<file path="src/omt_pkg.sv">
`timescale 1ns / 1ps
// ----------------------------------------------------------------------------
// omt_pkg: shared types for the owned mutex table
// Command and status codes, controller states and the control and status
// bundles between controller and datapath.
// ----------------------------------------------------------------------------
package omt_pkg;

	localparam int CMD_W  = 2;
	localparam int SLOT_W = 8;
	localparam int PID_W  = 16;
	localparam int STS_W  = 2;

	// request kinds
	typedef enum logic [CMD_W-1:0] {
		CMD_CREATE = 2'd0,
		CMD_LOCK   = 2'd1,
		CMD_UNLOCK = 2'd2,
		CMD_FREE   = 2'd3
	} cmd_e_t;

	// response codes
	typedef enum logic [STS_W-1:0] {
		RSP_OK   = 2'd0,
		RSP_ERR  = 2'd1,
		RSP_BUSY = 2'd2
	} rsp_e_t;

	// controller states
	typedef enum logic {
		ST_IDLE = 1'b0,
		ST_EXEC = 1'b1
	} state_e_t;

	// controller to datapath
	typedef struct packed {
		logic load;
		logic exec;
	} ctl_t;

	// datapath to controller
	typedef struct packed {
		logic out_valid;
	} sts_t;

endpackage

</file>
<file path="src/omt_req_if.sv">
`timescale 1ns / 1ps
// ----------------------------------------------------------------------------
// omt_req_if: request channel
// Valid/ready channel carrying one mutex request per beat.
// ----------------------------------------------------------------------------
interface omt_req_if;
	logic                               valid;
	logic                               ready;
	omt_pkg::cmd_e_t                    cmd;
	logic [omt_pkg::SLOT_W-1:0]         slot_id;
	logic [omt_pkg::PID_W-1:0]          caller_pid;

	modport source (output valid, output cmd, output slot_id, output caller_pid,
		input ready);
	modport sink (input valid, input cmd, input slot_id, input caller_pid,
		output ready);
endinterface

</file>
<file path="src/omt_rsp_if.sv">
`timescale 1ns / 1ps
// ----------------------------------------------------------------------------
// omt_rsp_if: response channel
// Valid/ready channel carrying one mutex response per beat.
// ----------------------------------------------------------------------------
interface omt_rsp_if;
	logic                           valid;
	logic                           ready;
	omt_pkg::rsp_e_t                status;
	logic [omt_pkg::SLOT_W-1:0]     result_slot;
	logic                           wake;

	modport source (output valid, output status, output result_slot, output wake,
		input ready);
	modport sink (input valid, input status, input result_slot, input wake,
		output ready);
endinterface

</file>
<file path="src/omt_ctrl.sv">
`timescale 1ns / 1ps
// ----------------------------------------------------------------------------
// omt_ctrl: request sequencer
// Accepts a request when idle and the result register is free or draining,
// then executes it in the datapath in the EXEC state.
// ----------------------------------------------------------------------------
module omt_ctrl (
	input  logic          clk,
	input  logic          arst_n,
	input  logic          in_valid,
	input  logic          out_ready,
	input  omt_pkg::sts_t sts,
	output logic          in_ready,
	output omt_pkg::ctl_t ctl
);

	omt_pkg::state_e_t state_q;
	omt_pkg::state_e_t state_d;

	// state register
	always_ff @(posedge clk or negedge arst_n) begin
		if (!arst_n) begin
			state_q <= omt_pkg::ST_IDLE;
		end else begin
			state_q <= state_d;
		end
	end

	// next state
	always_comb begin
		state_d = state_q;
		unique case (state_q)
			omt_pkg::ST_IDLE: begin
				if (ctl.load) state_d = omt_pkg::ST_EXEC;
			end
			omt_pkg::ST_EXEC: begin
				state_d = omt_pkg::ST_IDLE;
			end
			default: state_d = omt_pkg::ST_IDLE;
		endcase
	end

	// outputs
	always_comb begin
		in_ready = 1'b0;
		ctl      = '0;
		unique case (state_q)
			omt_pkg::ST_IDLE: begin
				in_ready = !sts.out_valid || out_ready;
				ctl.load = in_ready && in_valid;
			end
			omt_pkg::ST_EXEC: begin
				ctl.exec = 1'b1;
			end
			default: begin
				in_ready = 1'b0;
			end
		endcase
	end

	// every accepted beat is executed in the following cycle
	a_load_then_exec: assert property (@(posedge clk) disable iff (!arst_n)
		ctl.load |=> ctl.exec)
		else $error("accepted request not executed");

	// no new beat while a request is being executed
	a_no_accept_in_exec: assert property (@(posedge clk) disable iff (!arst_n)
		ctl.exec |-> !in_ready)
		else $error("ready raised during execution");

	// an execute cycle is never directly followed by another
	a_single_exec: assert property (@(posedge clk) disable iff (!arst_n)
		ctl.exec |=> !ctl.exec)
		else $error("back to back execute cycles");

endmodule

</file>
<file path="src/omt_datapath.sv">
`timescale 1ns / 1ps
// ----------------------------------------------------------------------------
// omt_datapath: mutex table storage and request evaluation
// Owner id memory, per-slot locked and owner-zero flags, request and
// result registers, lowest-free-slot encoder.
// ----------------------------------------------------------------------------
module omt_datapath #(
	parameter int TABLE_SIZE = 16
) (
	input  logic                        clk,
	input  logic                        arst_n,
	input  omt_pkg::ctl_t               ctl,
	output omt_pkg::sts_t               sts,
	input  omt_pkg::cmd_e_t             in_cmd,
	input  logic [omt_pkg::SLOT_W-1:0]  in_slot_id,
	input  logic [omt_pkg::PID_W-1:0]   in_caller_pid,
	input  logic                        out_ready,
	output logic                        out_valid,
	output omt_pkg::rsp_e_t             out_status,
	output logic [omt_pkg::SLOT_W-1:0]  out_result_slot,
	output logic                        out_wake
);

	localparam int IW = (TABLE_SIZE > 1) ? $clog2(TABLE_SIZE) : 1;

	// owner id memory, valid only where the owner-zero flag is clear
	logic [omt_pkg::PID_W-1:0] owner_mem [TABLE_SIZE];
	logic [omt_pkg::PID_W-1:0] owner_rd_q;

	logic [TABLE_SIZE-1:0]     locked_q;
	logic [TABLE_SIZE-1:0]     zero_q;

	omt_pkg::cmd_e_t           cmd_q;
	logic [omt_pkg::SLOT_W-1:0] slot_q;
	logic [omt_pkg::PID_W-1:0] pid_q;

	logic                      out_valid_q;
	omt_pkg::rsp_e_t           status_q;
	logic [omt_pkg::SLOT_W-1:0] rslot_q;
	logic                      wake_q;

	logic                      in_range;
	logic [IW-1:0]             idx;
	logic [omt_pkg::PID_W-1:0] owner_cur;
	logic                      free_found;
	logic [IW-1:0]             free_idx;

	logic                      mem_we;
	logic                      zero_we;
	logic                      zero_val;
	logic [IW-1:0]             upd_idx;
	logic                      lock_set;
	logic                      lock_clr;
	omt_pkg::rsp_e_t           status_d;
	logic [omt_pkg::SLOT_W-1:0] rslot_d;
	logic                      wake_d;

	// request capture, memory read addressed by the incoming slot
	always_ff @(posedge clk) begin
		if (ctl.load) begin
			cmd_q      <= in_cmd;
			slot_q     <= in_slot_id;
			pid_q      <= in_caller_pid;
			owner_rd_q <= owner_mem[in_slot_id[IW-1:0]];
		end
		if (mem_we) begin
			owner_mem[upd_idx] <= pid_q;
		end
	end

	assign in_range  = {1'b0, slot_q} < (omt_pkg::SLOT_W+1)'(TABLE_SIZE);
	assign idx       = slot_q[IW-1:0];
	assign owner_cur = zero_q[idx] ? '0 : owner_rd_q;

	// lowest slot whose owner is zero
	always_comb begin
		free_found = 1'b0;
		free_idx   = '0;
		for (int i = TABLE_SIZE - 1; i >= 0; i--) begin
			if (zero_q[i]) begin
				free_found = 1'b1;
				free_idx   = IW'(i);
			end
		end
	end

	// request evaluation
	always_comb begin
		mem_we   = 1'b0;
		zero_we  = 1'b0;
		zero_val = 1'b0;
		upd_idx  = idx;
		lock_set = 1'b0;
		lock_clr = 1'b0;
		status_d = omt_pkg::RSP_ERR;
		rslot_d  = slot_q;
		wake_d   = 1'b0;
		if (ctl.exec) begin
			unique case (cmd_q)
				omt_pkg::CMD_CREATE: begin
					upd_idx = free_idx;
					if (free_found) begin
						mem_we   = 1'b1;
						zero_we  = 1'b1;
						zero_val = (pid_q == '0);
						status_d = omt_pkg::RSP_OK;
						rslot_d  = omt_pkg::SLOT_W'(free_idx);
					end else begin
						rslot_d  = '0;
					end
				end
				omt_pkg::CMD_LOCK: begin
					if (in_range) begin
						if (locked_q[idx]) begin
							status_d = omt_pkg::RSP_BUSY;
						end else begin
							mem_we   = 1'b1;
							zero_we  = 1'b1;
							zero_val = (pid_q == '0);
							lock_set = 1'b1;
							status_d = omt_pkg::RSP_OK;
						end
					end
				end
				omt_pkg::CMD_UNLOCK, omt_pkg::CMD_FREE: begin
					if (in_range && owner_cur == pid_q) begin
						zero_we  = 1'b1;
						zero_val = 1'b1;
						lock_clr = 1'b1;
						status_d = omt_pkg::RSP_OK;
						wake_d   = 1'b1;
					end
				end
				default: status_d = omt_pkg::RSP_ERR;
			endcase
		end
	end

	// slot flags
	always_ff @(posedge clk or negedge arst_n) begin
		if (!arst_n) begin
			locked_q <= '0;
			zero_q   <= '1;
		end else begin
			if (zero_we)  zero_q[upd_idx]   <= zero_val;
			if (lock_set) locked_q[upd_idx] <= 1'b1;
			if (lock_clr) locked_q[upd_idx] <= 1'b0;
		end
	end

	// result register control
	always_ff @(posedge clk or negedge arst_n) begin
		if (!arst_n) begin
			out_valid_q <= 1'b0;
		end else if (ctl.exec) begin
			out_valid_q <= 1'b1;
		end else if (out_ready) begin
			out_valid_q <= 1'b0;
		end
	end

	// result register payload
	always_ff @(posedge clk) begin
		if (ctl.exec) begin
			status_q <= status_d;
			rslot_q  <= rslot_d;
			wake_q   <= wake_d;
		end
	end

	assign sts.out_valid   = out_valid_q;
	assign out_valid       = out_valid_q;
	assign out_status      = status_q;
	assign out_result_slot = rslot_q;
	assign out_wake        = wake_q;

	// a result only appears after an execute cycle
	a_rose_after_exec: assert property (@(posedge clk) disable iff (!arst_n)
		$rose(out_valid_q) |-> $past(ctl.exec))
		else $error("result beat without execution");

	// wake only on a successful release
	a_wake_ok: assert property (@(posedge clk) disable iff (!arst_n)
		out_valid_q && wake_q |-> status_q == omt_pkg::RSP_OK)
		else $error("wake on non-success result");

	// a successful release leaves the slot free and unlocked
	a_release_clears: assert property (@(posedge clk) disable iff (!arst_n)
		lock_clr |=> zero_q[$past(upd_idx)] && !locked_q[$past(upd_idx)])
		else $error("released slot not cleared");

endmodule

</file>
<file path="src/owned_mutex_table.sv">
`timescale 1ns / 1ps
// ----------------------------------------------------------------------------
// owned_mutex_table: hardware mutex table with owner tracking
// Create, lock, unlock and free requests against TABLE_SIZE mutex slots.
// ----------------------------------------------------------------------------
// The accepting edge captures the request and reads the owner id memory at
// the addressed slot; in the execute state the request is evaluated, the slot
// updated and the result register loaded. A new request is accepted in the cycle
// the previous result is taken (or later), so back-pressure on the response
// channel holds off requests. Create returns the lowest slot whose owner is
// zero; lock answers busy on a locked slot and the caller retries after a
// wake; unlock and free clear the slot when the caller owns it and raise
// wake. Lock, unlock and free on slots outside the table answer error. All
// slots are free and unlocked out of reset, with no clearing pass.
module owned_mutex_table #(
	parameter int TABLE_SIZE = 16
) (
	input  logic       clk,
	input  logic       arst_n,
	omt_req_if.sink    req,
	omt_rsp_if.source  rsp
);

	omt_pkg::ctl_t ctl;
	omt_pkg::sts_t sts;

	// sequencer
	omt_ctrl u_ctrl (
		.clk       (clk),
		.arst_n    (arst_n),
		.in_valid  (req.valid),
		.out_ready (rsp.ready),
		.sts       (sts),
		.in_ready  (req.ready),
		.ctl       (ctl)
	);

	// table and result path
	omt_datapath #(
		.TABLE_SIZE (TABLE_SIZE)
	) u_datapath (
		.clk             (clk),
		.arst_n          (arst_n),
		.ctl             (ctl),
		.sts             (sts),
		.in_cmd          (req.cmd),
		.in_slot_id      (req.slot_id),
		.in_caller_pid   (req.caller_pid),
		.out_ready       (rsp.ready),
		.out_valid       (rsp.valid),
		.out_status      (rsp.status),
		.out_result_slot (rsp.result_slot),
		.out_wake        (rsp.wake)
	);

endmodule

</file>
<file path="src/flat_wrapper.sv">
// flat-port wrapper written by rule: the top's interface ports become plain ports
module owned_mutex_table_flat 
#(
	parameter int TABLE_SIZE = 16
)
  (clk, arst_n, req_valid, req_cmd, req_slot_id, req_caller_pid, req_ready, rsp_valid, rsp_status, rsp_result_slot, rsp_wake, rsp_ready);
  omt_req_if req_i ();
  omt_rsp_if rsp_i ();
  input  logic clk;
  input  logic arst_n;
  input wire logic [$bits(req_i.valid)-1:0] req_valid;
  input wire logic [$bits(req_i.cmd)-1:0] req_cmd;
  input wire logic [$bits(req_i.slot_id)-1:0] req_slot_id;
  input wire logic [$bits(req_i.caller_pid)-1:0] req_caller_pid;
  output wire logic [$bits(req_i.ready)-1:0] req_ready;
  output wire logic [$bits(rsp_i.valid)-1:0] rsp_valid;
  output wire logic [$bits(rsp_i.status)-1:0] rsp_status;
  output wire logic [$bits(rsp_i.result_slot)-1:0] rsp_result_slot;
  output wire logic [$bits(rsp_i.wake)-1:0] rsp_wake;
  input wire logic [$bits(rsp_i.ready)-1:0] rsp_ready;
  assign req_i.valid = req_valid;
  assign req_i.cmd = req_cmd;
  assign req_i.slot_id = req_slot_id;
  assign req_i.caller_pid = req_caller_pid;
  assign req_ready = req_i.ready;
  assign rsp_valid = rsp_i.valid;
  assign rsp_status = rsp_i.status;
  assign rsp_result_slot = rsp_i.result_slot;
  assign rsp_wake = rsp_i.wake;
  assign rsp_i.ready = rsp_ready;
  owned_mutex_table #(.TABLE_SIZE(TABLE_SIZE)) u_core (.clk(clk), .arst_n(arst_n), .req(req_i), .rsp(rsp_i));
endmodule
</file>
<file path="config.mk">
export PLATFORM = sky130hd
export DESIGN_NAME = owned_mutex_table_flat
export DESIGN_NICKNAME = d
export VERILOG_FILES = /design/src/omt_pkg.sv /design/src/omt_req_if.sv /design/src/omt_rsp_if.sv /design/src/omt_ctrl.sv /design/src/omt_datapath.sv /design/src/owned_mutex_table.sv /design/src/flat_wrapper.sv
export SDC_FILE = /design/constraint.sdc
export NUM_CORES = 1
export LEC_CHECK = 0
export ABC_AREA = 1
export BUFFER_PORTS_ARGS = -buffer_cell sky130_fd_sc_hd__buf_2
export CORE_ASPECT_RATIO = 0.8
export CORE_UTILIZATION = 62
export DETAILED_ROUTE_END_ITERATION = 12
export GPL_TIMING_DRIVEN = 1
export PLACE_DENSITY_LB_ADDON = 0.12
export SYNTH_ARGS = -nofsm -noshare
export SYNTH_HDL_FRONTEND = slang
export SYNTH_SLANG_ARGS = --single-unit
</file>
<file path="constraint.sdc">
create_clock -name clk -period 3.6 [get_ports clk]
set_clock_uncertainty 0.05 [all_clocks]
set_input_delay 0.72 -clock clk [delete_from_list [all_inputs] [get_ports clk]]
set_output_delay 0.72 -clock clk [all_outputs]
set_load 0.05 [all_outputs]
</file>
### After elaboration in Yosys (flattened, before gate mapping)

Memories as Yosys holds them, arrays and structs flattened. A register that Yosys moved wholly into a read port is not among the register bits.
Index checks and enable logic that the tools add are counted.

* bits in registers: 71
* memory bits (writable): 256
* input port bits: 30
* output and inout port bits: 13
* word-level logic and storage cells: 109
* memories: 1

Memories
* u_core.u_datapath.owner_mem: words 16, width 16, read ports 1, clocked after Yosys merged registers in 1, write ports 1, line omt_datapath.sv:27 `logic [omt_pkg::PID_W-1:0] owner_mem [TABLE_SIZE];`

* $lt $le $gt $ge: 4
* eq/ne operators: 4
* muxes and demuxes: 77
* bitwise logic cells: 4
* reduce and logical (&&, ||, !) cells: 9

Operator list (number)
* 4-bit two-way mux: 19
* 16-bit two-way mux: 3
* 1-bit two-way mux: 43
* 16-bit bitwise AND: 1
* 16-bit bitwise mux: 1
* 16-bit == test: 1
* 16-bit zero test: 1
* 16-bit NOT: 1
* 16-bit bitwise OR: 1
* 4-bit by 5-bit less-than comparator with 1-bit output (second input constant): 2
* 1-bit binary-select mux with 4-bit select: 2
* 8-bit by 5-bit less-than comparator with 1-bit output (second input constant): 1
* 8-bit two-way mux: 1
* 1-bit case mux with 3 select lines: 2
* 2-bit case mux with 3 select lines: 1
* 1-bit demux with 4-bit select: 1
* 2-bit == test (second input constant): 2
* 4-bit by 1-bit >= comparator with 1-bit output (second input constant): 1
* 2-bit two-way mux: 2
* 1-bit case mux with 2 select lines: 2
* 1-bit logical AND: 3
* 2-bit by 1-bit == test with 1-bit output (second input constant): 1
* 2-bit zero test: 1
* 2-bit nonzero test: 1
* 4 further kinds: 4

### Depth between registers and ports, before layout

* depth in word-level cells: 26
* gate-level depth with buffers: 24

### By module

A second synthesis with hierarchy kept.

* cells, all modules: 1244
* area, all modules: 14787.9 sq um

Modules (own cells, without submodules)
* omt_datapath: times used 1, cells each 1236, area an instance 14725.4 sq um, sequential area each 10124.7 sq um
* omt_ctrl: times used 1, cells each 8, area an instance 62.6 sq um, sequential area each 25.0 sq um

### Worst setup path before layout

Ideal clock, no wire load.

* path type: input -> register
* from: input rsp_ready
* to: register u_core.u_datapath.cmd_q[0], enable pin
* arrival: 3.387 ns
* required time: 3.107 ns
* slack: -0.279 ns
* cell stages on the path: 4
* path through: nor2_1 nor2_1 inv_1 nor2_1

* word-level cells in the longest chain between the ends: 3

Ends and longest elaborated chain
* from (decl): line flat_wrapper.sv:20 `input wire logic [$bits(rsp_i.ready)-1:0] rsp_ready;`
* 1-bit logical OR: line omt_ctrl.sv:49 `in_ready = !sts.out_valid || out_ready;`
* 1-bit logical AND: line omt_ctrl.sv:50 `ctl.load = in_ready && in_valid;`
* 1-bit two-way mux: line omt_ctrl.sv:47 `unique case (state_q)`
* to (signal assigned): line omt_datapath.sv:61 `cmd_q <= in_cmd;`
* to (decl): line omt_datapath.sv:33 `omt_pkg::cmd_e_t cmd_q;`

No other way between the ends.
A chain may end at the register's enable or synchronous reset.

### Worst setup path after layout

* from: register u_core.u_datapath.zero_q[8]
* to: memory u_core.u_datapath.owner_mem[5][8] in the netlist's numbering, enable pin

* word-level cells in the longest chain between the ends: 14
* elaborated cells on any way between the ends: 25
* classes of those cells: mux: 25

Ends and longest elaborated chain
* from (decl): line omt_datapath.sv:31 `logic [TABLE_SIZE-1:0] zero_q;`
* from (signal, indexed assignment): line omt_datapath.sv:145 `if (zero_we) zero_q[upd_idx] <= zero_val;`
* 1-bit two-way mux (9 in series): line omt_datapath.sv:80 `if (zero_q[i]) begin`
* 1-bit two-way mux: line omt_datapath.sv:102 `if (free_found) begin`
* 1-bit case mux with 2 select lines: line omt_datapath.sv:99 `unique case (cmd_q)`
* 1-bit two-way mux: line omt_datapath.sv:98 `if (ctl.exec) begin`
* 1-bit two-way mux: line omt_datapath.sv:66 `if (mem_we) begin`
* 1-bit two-way mux (implied by the code): line omt_datapath.sv:67 `owner_mem[upd_idx] <= pid_q;`
* to (decl): line omt_datapath.sv:27

Parallel ways exist; a longest one is shown, timed or not.

==> impl_metrics.tcl <==
set metrics [dict create \
    status "finished clean" \
    placed_area_um2 15500 \
    slew_viol_final 0 \
    finalCritPeriodShare_pct 94.0 \
    crit_required_ns 3.73 \
    mostFrequentLayoutCells "edfxtp_1, nand2_1, inv_1, o21ai_0, a21oi_1" \
    rsz0062_at_grt "no" \
    initial_utilization_pct 63.1 \
    dieArea_um2 24400 \
    worst-setup-path-type "reg -> reg" \
    syn_to_final_growth_pct 13.1 \
    grt_usage_pct 30.2 \
    ant_nets 0 \
    power.share.clock_pct 39.0 \
    antenna_found_initial 0 \
    pwr-share-seq_pct 49.5 \
    critPathMaxFanout 16 \
    fmax_ghz 0.296 \
    cts_setup_buffers 0 \
    avgSynthCellArea_um2 11.9 \
    grt_max_degree 116 \
    drive_above_1_share_pct 14.1 \
    grt_pass1_vias 8933 \
    relSlewSlack_pct 32.9 \
    ir_drop_v 0.000500 \
    power.switching_w 0.00229 \
    finalInstanceArea_um2 16600 \
    max_cap_violations 0 \
    hold_violations 0 \
    swShare_pct 24.7 \
    numPortBuffers 42 \
    finalSetupTns_ns 0 \
    worst_pin_slew_ns 1.01 \
    yosysUniqueCellTypes 32 \
    cts_buffer_depth 3 \
    cts.sinks 343 \
    cp-end-kind "register" \
    fin_crit_ns 3.38 \
    dr.pass1.iters 7 \
    drt_iter0_drc 1185 \
    final_common_cell "edfxtp_1" \
    ys_warn_count 0 \
    startpoint_type "register" \
    setup_violations 0 \
    avgViaCountPerCell 5.93 \
    cts_htree_levels 2 \
    synthCells 1238 \
    clkLatencyLatePin_ns 0.51 \
    ios 43 \
    antenna_cells_inserted 0 \
    final_nets 1334 \
    grt-ovfl-total 0 \
    ys_ff_latch 343 \
    synth_area_um2 14700 \
    tritoncts "built" \
    wirelength_um 36100 \
    fp.dieW_um 174 \
    cts_buffers 34 \
    grt_pass1_wl_um 54200 \
    seq_area_frac_synth_pct 69.0 \
    cts_root_buf "clkbuf_16" \
    syn_nets 1268 \
    routedWlPerCell_um 22.0 \
    comb_power_share_pct 11.5 \
    hpwl_um 22400 \
    gp_congestion 0.968 \
    power_density_nw_per_um2 557 \
    num_rows 50 \
    power_leakage_nw 6.45 \
    die-height_um 140 \
    cp.arrival_ns 3.51 \
    path_clk_slew_ns 0.06 \
    vias 9737 \
    core-area_um2 23300 \
    hold_class "in -> async" \
    internal_power_w 0.00698 \
    fill_cells 1620 \
    remaining_drc_errors 0 \
]
[final timing paths]
check                                                   start  cells past startpoint                                 to  slack [ns]
worst min-delay path                                   arst_n                      1                          async pin        0.25
worst min register to register  u_core.u_datapath.locked_q[1]                      2      u_core.u_datapath.locked_q[1]        0.45
min in group clk                            req_caller_pid[7]                      1         u_core.u_datapath.pid_q[7]        0.33
max in group asynchronous                              arst_n                      1              u_core.u_ctrl.state_q        2.72
worst max register to register    u_core.u_datapath.zero_q[8]                     13  u_core.u_datapath.owner_mem[5][8]        0.22
worst max-delay path              u_core.u_datapath.zero_q[8]                     13  u_core.u_datapath.owner_mem[5][8]        0.22
[Yosys cell counts, drive strengths merged]
master    n  area [um2]
o221ai    1        8.76
inv     156         586
a31oi     1        6.26
nor4      2        12.5
nor2     87         337
nor3      2        10.0
clkbuf   38         143
dfstp    16         420
dfrtp    18         450
o211ai   67         503
clkinv    1        3.75
a21oi    88         440
nand2   163         622
nand3    82         443
nand4    22         153
mux2i    64         641
buf      23         161
o21ai    98         494
edfxtp  309        9280
[state kept, by name, summed over array words and instances, names as in the netlist, named ones only]
name                               flops
u_core.u_ctrl.state_q                  1
u_core.u_datapath.cmd_q                2
u_core.u_datapath.locked_q            13
u_core.u_datapath.out_result_slot      8
u_core.u_datapath.out_status           2
u_core.u_datapath.out_valid            1
u_core.u_datapath.out_wake             1
u_core.u_datapath.owner_mem          256
u_core.u_datapath.owner_rd_q          16
u_core.u_datapath.pid_q               16
u_core.u_datapath.slot_q               8
u_core.u_datapath.zero_q              16
[per-stage QoR]
| stage | utilization, % | hold WS (ns) | power (W) | worst slack (ns) | cells |
|---|---|---|---|---|---|
| after floorplan | - | 0.374 | 0.00534 | 0.409 | 1238 |
| after detailed placement | 66.4 | 0.433 | 0.00570 | 0.375 | 1580 |
| after global placement | 66.4 | 0.424 | 0.00569 | 0.333 | 1580 |
| after global routing | 71.3 | 0.295 | 0.00956 | 0.0567 | 1641 |
| final | 71.3 | 0.251 | 0.00927 | 0.217 | 1641 |
| after CTS | 71.3 | 0.262 | 0.00928 | 0.348 | 1641 |
[per-layer routing]
| layer | vias up | global-route usage, % | wire, um |
|---|---|---|---|
| met5 | - | 0 | 0 |
| met4 | 0 | 5.91 | 432 |
| met3 | 36 | 5.85 | 3860 |
| met2 | 477 | 41.4 | 15100 |
| met1 | 4719 | 49.8 | 16600 |
| li1 | 4505 | - | - |
[area by class of cell]
cell class / count / area (um2) / share of cell area (%)
Clock buffer: 45 / 923 / 5.55
Clock inverter: 16 / 215 / 1.29
Inverter: 157 / 591 / 3.55
Multi-Input combinational cell: 677 / 3730 / 22.4
Sequential cell: 343 / 10100 / 61.0
Tap cell: 312 / 390 / 2.35
Timing Repair Buffer: 91 / 647 / 3.89
[cell families after synthesis]
logic type,Yosys count,share of synthesized area [%]
mux,64,4.35
flops,343,69.0
compound gates,255,9.87
simple gates,358,10.7
buf+inv,218,6.07
[what timing repair did]
action / in CTS / in global routing
setup endpoints to repair: 0 / 16
gates resized for setup: 0 / 2
hold buffers: 0 / 0
[worst max-delay path, stage by stage, from the launching register on]
cell and delay, ns:
dfstp_2 0.37, nor4_1 0.48, buf_4 0.22, inv_1 0.03
o21ai_0 0.31, nand2_1 0.08, o21ai_0 0.17, inv_1 0.10
nor2_1 0.32, inv_1 0.19, nor2_1 0.26, inv_1 0.10
nor2_2 0.08, buf_4 0.29
[power by group through the flow]
| stage | Clock [W] | Combinational, W | Sequential (W) |
|---|---|---|---|
| after floorplan | 0 | 0.000626 | 0.00471 |
| after CTS | 0.00365 | 0.00105 | 0.00458 |
| after global placement | 0 | 0.00103 | 0.00466 |
| final | 0.00361 | 0.00107 | 0.00458 |
| after global routing | 0.00379 | 0.00117 | 0.00459 |
| after detailed placement | 0 | 0.00104 | 0.00466 |
Note: power is estimated with default switching activity, not from simulation.
